**src/hw/rtl/plr_pkg.sv**
```systemverilog
// shared types, constants and helpers for the positional record list
package plr_pkg;

  // list geometry
  localparam int unsigned LIST_DEPTH = 256;
  localparam int unsigned ADDR_W     = $clog2(LIST_DEPTH);
  localparam int unsigned CNT_W      = $clog2(LIST_DEPTH + 1);

  // fixed field widths
  localparam int unsigned CMD_W      = 2;
  localparam int unsigned POS_W      = 10;
  localparam int unsigned NUM_W      = 56;
  localparam int unsigned LOW_W      = 64;
  localparam int unsigned MID_W      = 64;
  localparam int unsigned HIGH_W     = 24;
  localparam int unsigned NAME_W     = LOW_W + MID_W + HIGH_W;
  localparam int unsigned NAME_BYTES = NAME_W / 8;
  localparam int unsigned STAT_W     = 2;
  localparam int unsigned FPOS_W     = 9;
  localparam int unsigned ECNT_W     = 9;

  // operation codes
  typedef enum logic [CMD_W-1:0] {
    CMD_INSERT      = 2'd0,
    CMD_REMOVE      = 2'd1,
    CMD_FIND_NAME   = 2'd2,
    CMD_FIND_NUMBER = 2'd3
  } cmd_e;

  // result status codes
  typedef enum logic [STAT_W-1:0] {
    ST_OK   = 2'd0,
    ST_MISS = 2'd1,
    ST_FULL = 2'd2
  } status_e;

  // one stored record, name byte 0 in the lowest bits
  typedef struct packed {
    logic [NUM_W-1:0]  number;
    logic [NAME_W-1:0] name;
  } record_t;

  // controller to datapath
  typedef struct packed {
    logic    load;
    logic    walk;
    logic    place;
    logic    shrink;
    logic    take;
    logic    emit;
    status_e code;
  } ctrl_cmd_t;

  // datapath to controller
  typedef struct packed {
    cmd_e op;
    logic pos_ok;
    logic full;
    logic walk_idle;
    logic hit;
    logic out_free;
  } dp_stat_t;

  // text key: clear every byte from the first zero byte onward
  function automatic logic [NAME_W-1:0] cut_text(input logic [NAME_W-1:0] v);
    logic              ended;
    logic [NAME_W-1:0] r;
    ended = 1'b0;
    r     = '0;
    for (int i = 0; i < NAME_BYTES; i++) begin
      if (v[8*i +: 8] == 8'h00) ended = 1'b1;
      if (!ended) r[8*i +: 8] = v[8*i +: 8];
    end
    return r;
  endfunction

endpackage

```
**src/hw/rtl/plr_ctrl.sv**
```systemverilog
// operation sequencer for the positional record list
module plr_ctrl (
  input  logic                clk_i,
  input  logic                rst_ni,
  input  logic                req_valid_i,
  output logic                req_ready_o,
  input  plr_pkg::dp_stat_t   stat_i,
  output plr_pkg::ctrl_cmd_t  cmd_o
);

  typedef enum logic [2:0] {
    S_IDLE,
    S_CHECK,
    S_SHIFT_UP,
    S_SHIFT_DOWN,
    S_SEARCH,
    S_RESP
  } state_e;

  state_e           state_q;
  plr_pkg::status_e code_q;

  // command decode
  always_comb begin
    req_ready_o  = 1'b0;
    cmd_o        = '0;
    cmd_o.code   = code_q;
    case (state_q)
      S_IDLE: begin
        req_ready_o = 1'b1;
        cmd_o.load  = req_valid_i;
      end
      S_SHIFT_UP: begin
        cmd_o.walk  = 1'b1;
        cmd_o.place = stat_i.walk_idle;
      end
      S_SHIFT_DOWN: begin
        cmd_o.walk   = 1'b1;
        cmd_o.shrink = stat_i.walk_idle;
      end
      S_SEARCH: begin
        cmd_o.walk = 1'b1;
        cmd_o.take = stat_i.hit;
      end
      S_RESP: begin
        cmd_o.emit = stat_i.out_free;
      end
      default: begin
      end
    endcase
  end

  // state and result code
  always_ff @(posedge clk_i or negedge rst_ni) begin
    if (!rst_ni) begin
      state_q <= S_IDLE;
      code_q  <= plr_pkg::ST_OK;
    end else begin
      case (state_q)
        S_IDLE: begin
          if (req_valid_i) state_q <= S_CHECK;
        end
        S_CHECK: begin
          case (stat_i.op)
            plr_pkg::CMD_INSERT: begin
              if (!stat_i.pos_ok) begin
                code_q  <= plr_pkg::ST_MISS;
                state_q <= S_RESP;
              end else if (stat_i.full) begin
                code_q  <= plr_pkg::ST_FULL;
                state_q <= S_RESP;
              end else begin
                state_q <= S_SHIFT_UP;
              end
            end
            plr_pkg::CMD_REMOVE: begin
              if (!stat_i.pos_ok) begin
                code_q  <= plr_pkg::ST_MISS;
                state_q <= S_RESP;
              end else begin
                state_q <= S_SHIFT_DOWN;
              end
            end
            default: state_q <= S_SEARCH;
          endcase
        end
        S_SHIFT_UP, S_SHIFT_DOWN: begin
          if (stat_i.walk_idle) begin
            code_q  <= plr_pkg::ST_OK;
            state_q <= S_RESP;
          end
        end
        S_SEARCH: begin
          if (stat_i.hit) begin
            code_q  <= plr_pkg::ST_OK;
            state_q <= S_RESP;
          end else if (stat_i.walk_idle) begin
            code_q  <= plr_pkg::ST_MISS;
            state_q <= S_RESP;
          end
        end
        S_RESP: begin
          if (stat_i.out_free) state_q <= S_IDLE;
        end
        default: state_q <= S_IDLE;
      endcase
    end
  end

endmodule
```
**config.mk**
```make
export PLATFORM = sky130hd
export DESIGN_NAME = plr_ctrl
export DESIGN_NICKNAME = d
export VERILOG_FILES = /design/src/hw/rtl/plr_pkg.sv /design/src/hw/rtl/plr_ctrl.sv
export SDC_FILE = /design/constraint.sdc
export NUM_CORES = 1
export LEC_CHECK = 0
export BUFFER_PORTS_ARGS = -buffer_cell sky130_fd_sc_hd__clkbuf_2
export CAP_MARGIN = 10
export CORE_MARGIN = 2
export CORE_UTILIZATION = 30
export DETAILED_ROUTE_END_ITERATION = 12
export PLACE_DENSITY_LB_ADDON = 0.3
export SLEW_MARGIN = 20
export SYNTH_ARGS = -nofsm -noshare
export SYNTH_HDL_FRONTEND = slang
export SYNTH_SLANG_ARGS = --single-unit
```
**constraint.sdc**
```tcl
create_clock -name clk_i -period 2.7 [get_ports clk_i]
set_input_delay 0.405 -clock clk_i [delete_from_list [all_inputs] [get_ports clk_i]]
set_output_delay 0.405 -clock clk_i [all_outputs]
set_load 0.005 [all_outputs]
```
== After elaboration in Yosys (flattened, before gate mapping) ==
Cells that the tools add are included.

* Equality and inequality tests: 13
* Muxes and demuxes: 24
* Reductions and logical operators: 7

{| class="wikitable"
|+ Operators with widths
! kind !! number
|-
| 3-bit two-way mux || 7
|-
| 3-bit case mux with 5 select lines || 1
|-
| 2-bit two-way mux || 6
|-
| 1-bit two-way mux || 7
|-
| 3-bit by 2-bit equality test with 1-bit output, second input constant || 2
|-
| 3-bit equality test, second input constant || 2
|-
| 2-bit inequality test, second input constant || 3
|-
| 3-bit inequality test, second input constant || 2
|-
| 2-bit case mux with 3 select lines || 1
|-
| 3-bit case mux with 2 select lines || 1
|-
| 6-bit AND reduction || 1
|-
| 4-bit inequality test, second input constant || 1
|-
| 2-bit case mux with 2 select lines || 1
|-
| 3-bit by 1-bit equality test with 1-bit output, second input constant || 1
|-
| 3-bit logical NOT || 1
|-
| 3-bit by 2-bit inequality test with 1-bit output, second input constant || 1
|-
| 3-bit nonzero test || 1
|-
| 3-bit OR reduction || 1
|-
| 2-bit by 1-bit equality test with 1-bit output, second input constant || 1
|-
| 2-bit logical NOT || 1
|-
| 2-bit AND reduction || 1
|-
| 2-bit OR reduction || 1
|}

* Bits in registers: 5
* Bits of input ports: 10
* Output and inout bits: 9

== Depth between registers and ports, before layout ==
Gate-level depths: netlist (run 1).

* Word-level depth: 4
* Gate-level depth with buffers: 5

== Worst setup path before layout (run 1) ==
No wires, ideal clock.

* Path type: flip-flop to output port
* Start point: register state_q[2]
* End point: output port cmd_o[7] (netlist name)
* Data arrival time: 0.951 ns
* Data required time: 2.295 ns
* Setup slack: 1.344 ns
* Cell stages (with the launch flop): 4
* Path through: dfrtp_1 > buf_6 > nor3_1 > and2_1

{| class="wikitable"
|+ RTL lines
! what !! RTL line !! source
|-
| start, declared || plr_ctrl.sv:20 || <nowiki>state_e state_q;</nowiki>
|-
| start signal, assigned || plr_ctrl.sv:56 || <nowiki>state_q <= S_IDLE;</nowiki>
|-
| start signal, assigned || plr_ctrl.sv:61 || <nowiki>if (req_valid_i) state_q <= S_CHECK;</nowiki>
|-
| start signal, assigned || plr_ctrl.sv:68 || <nowiki>state_q <= S_RESP;</nowiki>
|-
| end, declared || plr_ctrl.sv:8 || <nowiki>output plr_pkg::ctrl_cmd_t cmd_o</nowiki>
|}

==> results of run 1 <==
==> critical path, cell delays in order, from the launching register on <==
cell,delay [ps]
dfrtp_1,520
nand2_1,130
nor2_2,180
and2_1,150
clkbuf_2,100
==> kinds of logic (layout without fill, tap and decap cells) <==
logic type | after synthesis | count (layout) | share of synthesized area [%]
mux | 3 | 3 | 8.108
buf+inv | 6 | 26 | 9.910
simple gates | 21 | 21 | 25.83
compound gates | 16 | 16 | 26.13
flops | 5 | 5 | 30.03
==> worst paths after layout <==
kind                       depth (start not counted)                   start                endpoint  slack (ps)
setup / recovery                                   4  state_q[1]$_DFFE_PN0P_                cmd_o[4]         970
setup reg to reg                                   4  state_q[1]$_DFFE_PN0P_   code_q[0]$_DFFE_PN0P_        1130
min in group asynchronous                          2                  rst_ni   code_q[0]$_DFFE_PN0P_         510
max in group asynchronous                          2                  rst_ni  state_q[0]$_DFFE_PN0P_        2060
hold reg to reg                                    1   code_q[0]$_DFFE_PN0P_   code_q[0]$_DFFE_PN0P_         490
hold / removal                                     1   code_q[0]$_DFFE_PN0P_   code_q[0]$_DFFE_PN0P_         490
==> synth_stat cells <==
cell type / count / area [um2]
a31oi_1: 1 / 6.260
o41ai_1: 1 / 8.760
buf_6: 2 / 22.52
o22ai_1: 1 / 6.260
or3_1: 1 / 6.260
a22o_1: 1 / 8.760
mux2_2: 1 / 11.26
nor2_1: 4 / 15.01
nand2b_1: 3 / 18.77
nor2_2: 2 / 12.51
and3_1: 1 / 6.260
o21ai_0: 2 / 10.01
nor3_1: 3 / 15.01
mux2_1: 2 / 22.52
inv_1: 3 / 11.26
a211oi_2: 1 / 12.51
and2_1: 2 / 12.51
o21a_1: 1 / 7.510
nand2_1: 4 / 15.01
buf_4: 1 / 7.510
o21ai_1: 3 / 15.01
o211a_1: 1 / 10.01
dfrtp_1: 5 / 125.1
or2_1: 1 / 6.260
a21oi_1: 3 / 15.01
a221oi_1: 1 / 8.760
==> sequential cells by signal, summed over array words and instances (netlist names) <==
signal / cells
state_q: 3
code_q: 2
==> stage by stage <==
step	instances	area (um2)	power (W)	hold WS, ps
6_report	86	531.8	0.0004856	491.5
4_1_cts	86	531.8	0.0004956	485.7
3_5_place_dp	81	495.5	0.0004036	227.1
3_3_place_gp	81	495.5	0.0004053	225.3
5_1_grt	86	531.8	0.0005367	513.7
2_1_floorplan	51	416.7	0.0003546	109.4
==> layer usage <==
metal  up-vias  global-route usage [%]  routed length (um)
met5         -                       0                   0
met4         0                   9.677                   0
met3         0                   1.630                  45
met2        11                   23.83                 450
met1       202                   17.05                 419
li1        221                       -                   -
==> power by group <==
group | total, W | leakage, nW | switching, W | internal [W]
Combinational | 0.000234 | 0.191 | 0.000110 | 0.000123
Clock | 0.0000832 | 0.0150 | 0.0000275 | 0.0000557
Sequential | 0.000169 | 0.0612 | 0.0000612 | 0.000108
Total | 0.000486 | 0.267 | 0.000199 | 0.000287
==> timing repair <==
action / in CTS / in global routing
endpoints found under the hold margin: 5 / 0
buffers inserted: 0 / 0
hold buffers: 1 / 0
==> final cells by class <==
type	count	area (um2)	area share (%)
multi-input cells	40	250.2	47.06
flip-flops and latches	5	125.1	23.53
repair buffers	19	100.1	18.82
clock buffers	4	26.28	4.941
well taps	15	18.77	3.529
inverters	3	11.26	2.118
==> results.md, run 1 <==
* Vias in the first global route at about 400
* Worst endpoint data arrival time at about 1300 ps
* Crit share post-route at a little under two thirds
* Final setup TNS at 0 ps
* Global-route wire length before repair at between 1500 and 2000 um
* Yosys warnings at 0
* Layout cell share with drive strength beyond 1 at 35.21%
* Worst-path maximum fanout at 11
* Max Cap Viol at 0
* Worst-skew pair later-pin latency at approximately 240 ps
* Wire length per cell at 10.64 um
* Post-DP HPWL at between 700 and 800 um
* Most frequent cells in the layout: 18 x clkbuf_2, 5 x dfrtp_1, 4 x nand2_1, 4 x nor2_1
* Setup CP Type: flop to output port
* Initial Util at about a third
* Startpoint Class: flop
* Fillers at between 100 and 150
* Post-CTS Resized at 0
* Slew Viols, Final at 0
* Slew margin rel. at 74.91%
* Initial antenna violation count at 0
* Worst min-delay path category: flop to flop
* DRC at 0
* Setup crit end kind: output port
* Routed via count at between 400 and 500
* Synth Instances at a little over 50
* Sequential share of the synthesized area at 30.03%
* Die Y at a little over 40 um
* Max clock buf depth at 2
* Min cycle time layout at 1728 ps
* Worst-path clk slew at ~40 ps
* Worst slew pin tran at ~380 ps
* GRT Overall Usage at ~14%
* Clock root cell: clkbuf_4
* Routability cong. at 0.7739
* Setup Slack @ Placement at about 1200 ps
* TritonCTS clock tree: built
* Req. time, crit path at approximately 2300 ps
* Die ar. at between 1500 and 2000 um2
* Unique masters post-synth at 26
* Die X at between 40 and 50 um
* Area of the mapped netlist at around 420 um2
* Status: finished, final reports clean
* Core Rows at 13
* Flop and latch count out of synthesis at 5
* Mean Syn Cell Area at slightly above 8 um2
* Layout Skew at about 1.1 ps
* Diode count at 0
* Final setup margin at a little under 1000 ps
* Port buffer count at 18
* Core outline area at around 1300 um2
* Gr ovfl total at 0
* H-tree level count at 1
* Num CTS Buffers at 3
* RSZ-0062 raised after global routing: no
* Pin count of the biggest net entering global routing at 14
* I/O pin cnt at 19
* Post-DR vias/cell at 5.047
* Post-Syn Nets at approximately 60
* Max Fclk at roughly 0.58 GHz
* Most common cell after layout, fill and taps aside: clkbuf_2
* Final setup viols at 0
* Cell Pwr Density at roughly 910 nW/um2
* Number of clock sinks at 5
* Final hold vios at 0
* Synth-to-Final Area Change at 27.63%
* VDD IR max at 0.3793 mV
* Routed Antenna Nets at 0
* Routed wire length at between 900 and 1000 um
* Lkg Pwr at roughly 0.27 nW
* Final Util at between 40% and 50%
* Drt pass-1 iters at 4
* Nets at just over 80
* Starting DRT DRC Count at 8
No activity file was read; power rests on OpenSTA's default activity.
==> run 2, diff against run 1 <==
==> constraint.sdc (replaced) <==
create_clock -name clk_i -period 1.79 [get_ports clk_i]
set_input_delay 0.2685 -clock clk_i [delete_from_list [all_inputs] [get_ports clk_i]]
set_output_delay 0.2685 -clock clk_i [all_outputs]
set_load 0.005 [all_outputs]
==> run 2 against run 1 <==
  * Sequential power increased by 51%
  * Worst hold slack worse by 130 ps
  * Sequential cell count is the same
  * Critical path depth decreased by 2
  * Design area is the same
  * Sequential share of layout area unchanged
  * Highest routed layer is now met4
  * Routed wire length shrank 2.1%
  * Global-route usage fell by 0.90 points
==> results.md, run 2 (same netlist as run 1, synthesis figures left out) <==
* Status: finished, final reports clean (unchanged)
* Routed Antenna Nets at 0 (unchanged)
* Most flop-heavy register: state_q (unchanged)
* Final setup viols at 0 (unchanged)
* Diode count at 0 (unchanged)
* Nets at 82 (unchanged)
* Lkg Pwr at 0.2668 nW (unchanged)
* Gr busiest metal: met2 (unchanged)
* Global-route wire length before repair at 1442 um (was 1552 um)
* DRC at 0 (unchanged)
* Final setup margin at 207.1 ps (was 972.2 ps)
* Die ar. at 1703 um2 (unchanged)
* Clock root cell: clkbuf_4 (unchanged)
* Worst-skew pair later-pin latency at 240 ps (about the same)
* Routed via count at 431 (was 434)
* Flop2flop setup slack at 240 ps (was 1130 ps)
* Num CTS Buffers at 3 (unchanged)
* Setup bufs post-CTS at 0 (unchanged)
* Post-DR vias/cell at 5.012 (was 5.047)
* Initial antenna violation count at 0 (unchanged)
* Most common cell after layout, fill and taps aside: clkbuf_2 (unchanged)
* Gr ovfl total at 0 (unchanged)
* M2 GR Usage at 21.48% (was 23.83%)
* Reg2reg path depth at 4 (unchanged)
* Die Y at 41.27 um (unchanged)
* Worst-path maximum fanout at 13 (was 11)
* Final hold vios at 0 (unchanged)
* DP Cell Count at 81 (unchanged)
* Grt met3 use at 1.630% (unchanged)
* GR Util met1 at 16.39% (was 17.05%)
* Max Cap Viol at 0 (unchanged)
* Startpoint Class: flop (unchanged)
* Most frequent cells in the layout: 18 x clkbuf_2, 5 x dfrtp_1, 4 x nand2_1, 4 x nor2_1 (unchanged)
* Min cycle time layout at approximately 1600 ps
* Cell Pwr Density at 1379 nW/um2 (was 913.3 nW/um2)
* Post-CTS Resized at 0 (unchanged)
* Initial Util at 32.02% (unchanged)
* Worst endpoint data arrival time at 1310 ps (was 1320 ps)
* Hold Startpoint: stat_i[2] (was code_q[0]$_DFFE_PN0P_)
* Overall power at 0.0007333 W (was 0.0004856 W)
* Worst min-delay path category: input pin to flop (was flop to flop)
* Req. time, crit path at 1520 ps (was 2300 ps)
* Placed cell area at 495.5 um2 (unchanged)
* Slowest cell delay on critical path at 570 ps (was 520 ps)
* Worst path slowest cell: dfrtp_1 (unchanged)
* Synth-to-Final Area Change at 27.63% (unchanged)
* Pin count of the biggest net entering global routing at 14 (unchanged)
* Slew margin rel. at 74.01% (was 74.91%)
* H-tree level count at 1 (unchanged)
* Die X at 41.27 um (unchanged)
* Setup CP Type: flop to output port (unchanged)
* Layout Skew at 0.7004 ps (was 1.120 ps)
* Core outline area at 1301 um2 (unchanged)
* Slew Viols, Final at 0 (unchanged)
* Setup Slack @ Placement at 239.0 ps (was 1151 ps)
* Layout cell share with drive strength beyond 1 at 35.21% (unchanged)
* Hold_buf cts at 1 (unchanged)
* Max Fclk at roughly 0.63 GHz
* TritonCTS clock tree: built (unchanged)
* Drt pass-1 iters at 4 (unchanged)
* Hold Path End: state_q[0]$_DFFE_PN0P_ (was code_q[0]$_DFFE_PN0P_)
* Routability cong. at 0.7573 (was 0.7739)
* Crit share post-route at between 80% and 90%
* Largest regs: state_q x3, code_q x2 (unchanged)
* Final setup TNS at 0 ps (unchanged)
* Reg2Reg Launch Point: state_q[1]$_DFFE_PN0P_ (unchanged)
* Reg-to-Reg End: code_q[0]$_DFFE_PN0P_ (unchanged)
* Worst-path clk slew at 40 ps (about the same)
* Starting DRT DRC Count at 7 (was 8)
* Vias in the first global route at 392 (was 409)
* Fillers at 148 (unchanged)
* Max FFs per register at 3 (unchanged)
* Worst slew pin tran at 389.9 ps (was 376.3 ps)
* I/O pin cnt at 19 (unchanged)
* Post-DP HPWL at 755.3 um (was 735 um)
* Port buffer count at 18 (unchanged)
* Core Rows at 13 (unchanged)
* Wire length per cell at 10.42 um (was 10.64 um)
* Fin cells at 86 (unchanged)
* Setup crit end kind: output port (unchanged)
* Max clock buf depth at 2 (unchanged)
* Number of clock sinks at 5 (unchanged)
* Fin area at 531.8 um2 (unchanged)
* Routed wire length at 896 um (was 915 um)
* GRT Overall Usage at 13.44% (was 14.33%)
* Worst Hold Depth at 3 (was 1)
* RSZ-0062 raised after global routing: no (unchanged)
* Crit-path cells: mux2_2 -> clkbuf_2 (was nand2_1 -> nor2_2 -> and2_1 -> clkbuf_2)
* VDD IR max at 0.7948 mV (was 0.3793 mV)
[run 2: cell counts in the layout (fill, tap and decap cells not counted)]
No cell type changed its count.
[run 2: layout make-up]
type                       count  area, um2  area share [%]
inverter                       3      11.26           2.118
sequential                     5      125.1           23.53
timing repair buffer          19      100.1           18.82
tap                           15      18.77           3.529
multi-input combinational     40      250.2           47.06
clock buffer                   4      26.28           4.941
[run 2: power by group]
group	switching (W)	internal, W
Sequential	0.0000940	0.000162
Combinational	0.000167	0.000186
Clock	0.0000404	0.0000839
Total	0.000301	0.000432
[run 2: per-layer routing]
metal	vias up	part of all wire [%]
met5	-	0
met4	0	1.7
met3	2	7.3
met2	17	43
met1	188	48
li1	224	-
[run 2: per-stage QoR]
| step | hold slack, ps | util (%) |
|---|---|---|
| after CTS | 358.5 | 40.87 |
| after detailed placement | 88.05 | 38.08 |
| after global placement | 88.33 | 38.08 |
| after global routing | 386.0 | 40.87 |
| final | 365.0 | 40.87 |
| after floorplan | -27.09 | - |
[run 2: worst max-delay path by stage]
| stage | start | to | slack, ps | cells past startpoint |
|---|---|---|---|---|
| after floorplan | state_q[1]$_DFFE_PN0P_ | code_q[0]$_DFFE_PN0P_ | 470 | 5 |
| after global placement | state_q[1]$_DFFE_PN0P_ | code_q[0]$_DFFE_PN0P_ | 280 | 4 |
| after detailed placement | state_q[1]$_DFFE_PN0P_ | code_q[0]$_DFFE_PN0P_ | 240 | 4 |
| after CTS | state_q[2]$_DFFE_PN0P_ | cmd_o[6] | 210 | 2 |
| after global routing | state_q[1]$_DFFE_PN0P_ | cmd_o[4] | 130 | 4 |
| final | state_q[2]$_DFFE_PN0P_ | cmd_o[6] | 210 | 2 |
[run 2: critical path: cells and delay by family (launching register included)]
| family | cells | cell delay [ps] |
|---|---|---|
| buf+inv | 1 | 110 |
| mux | 1 | 400 |
| flops | 1 | 570 |
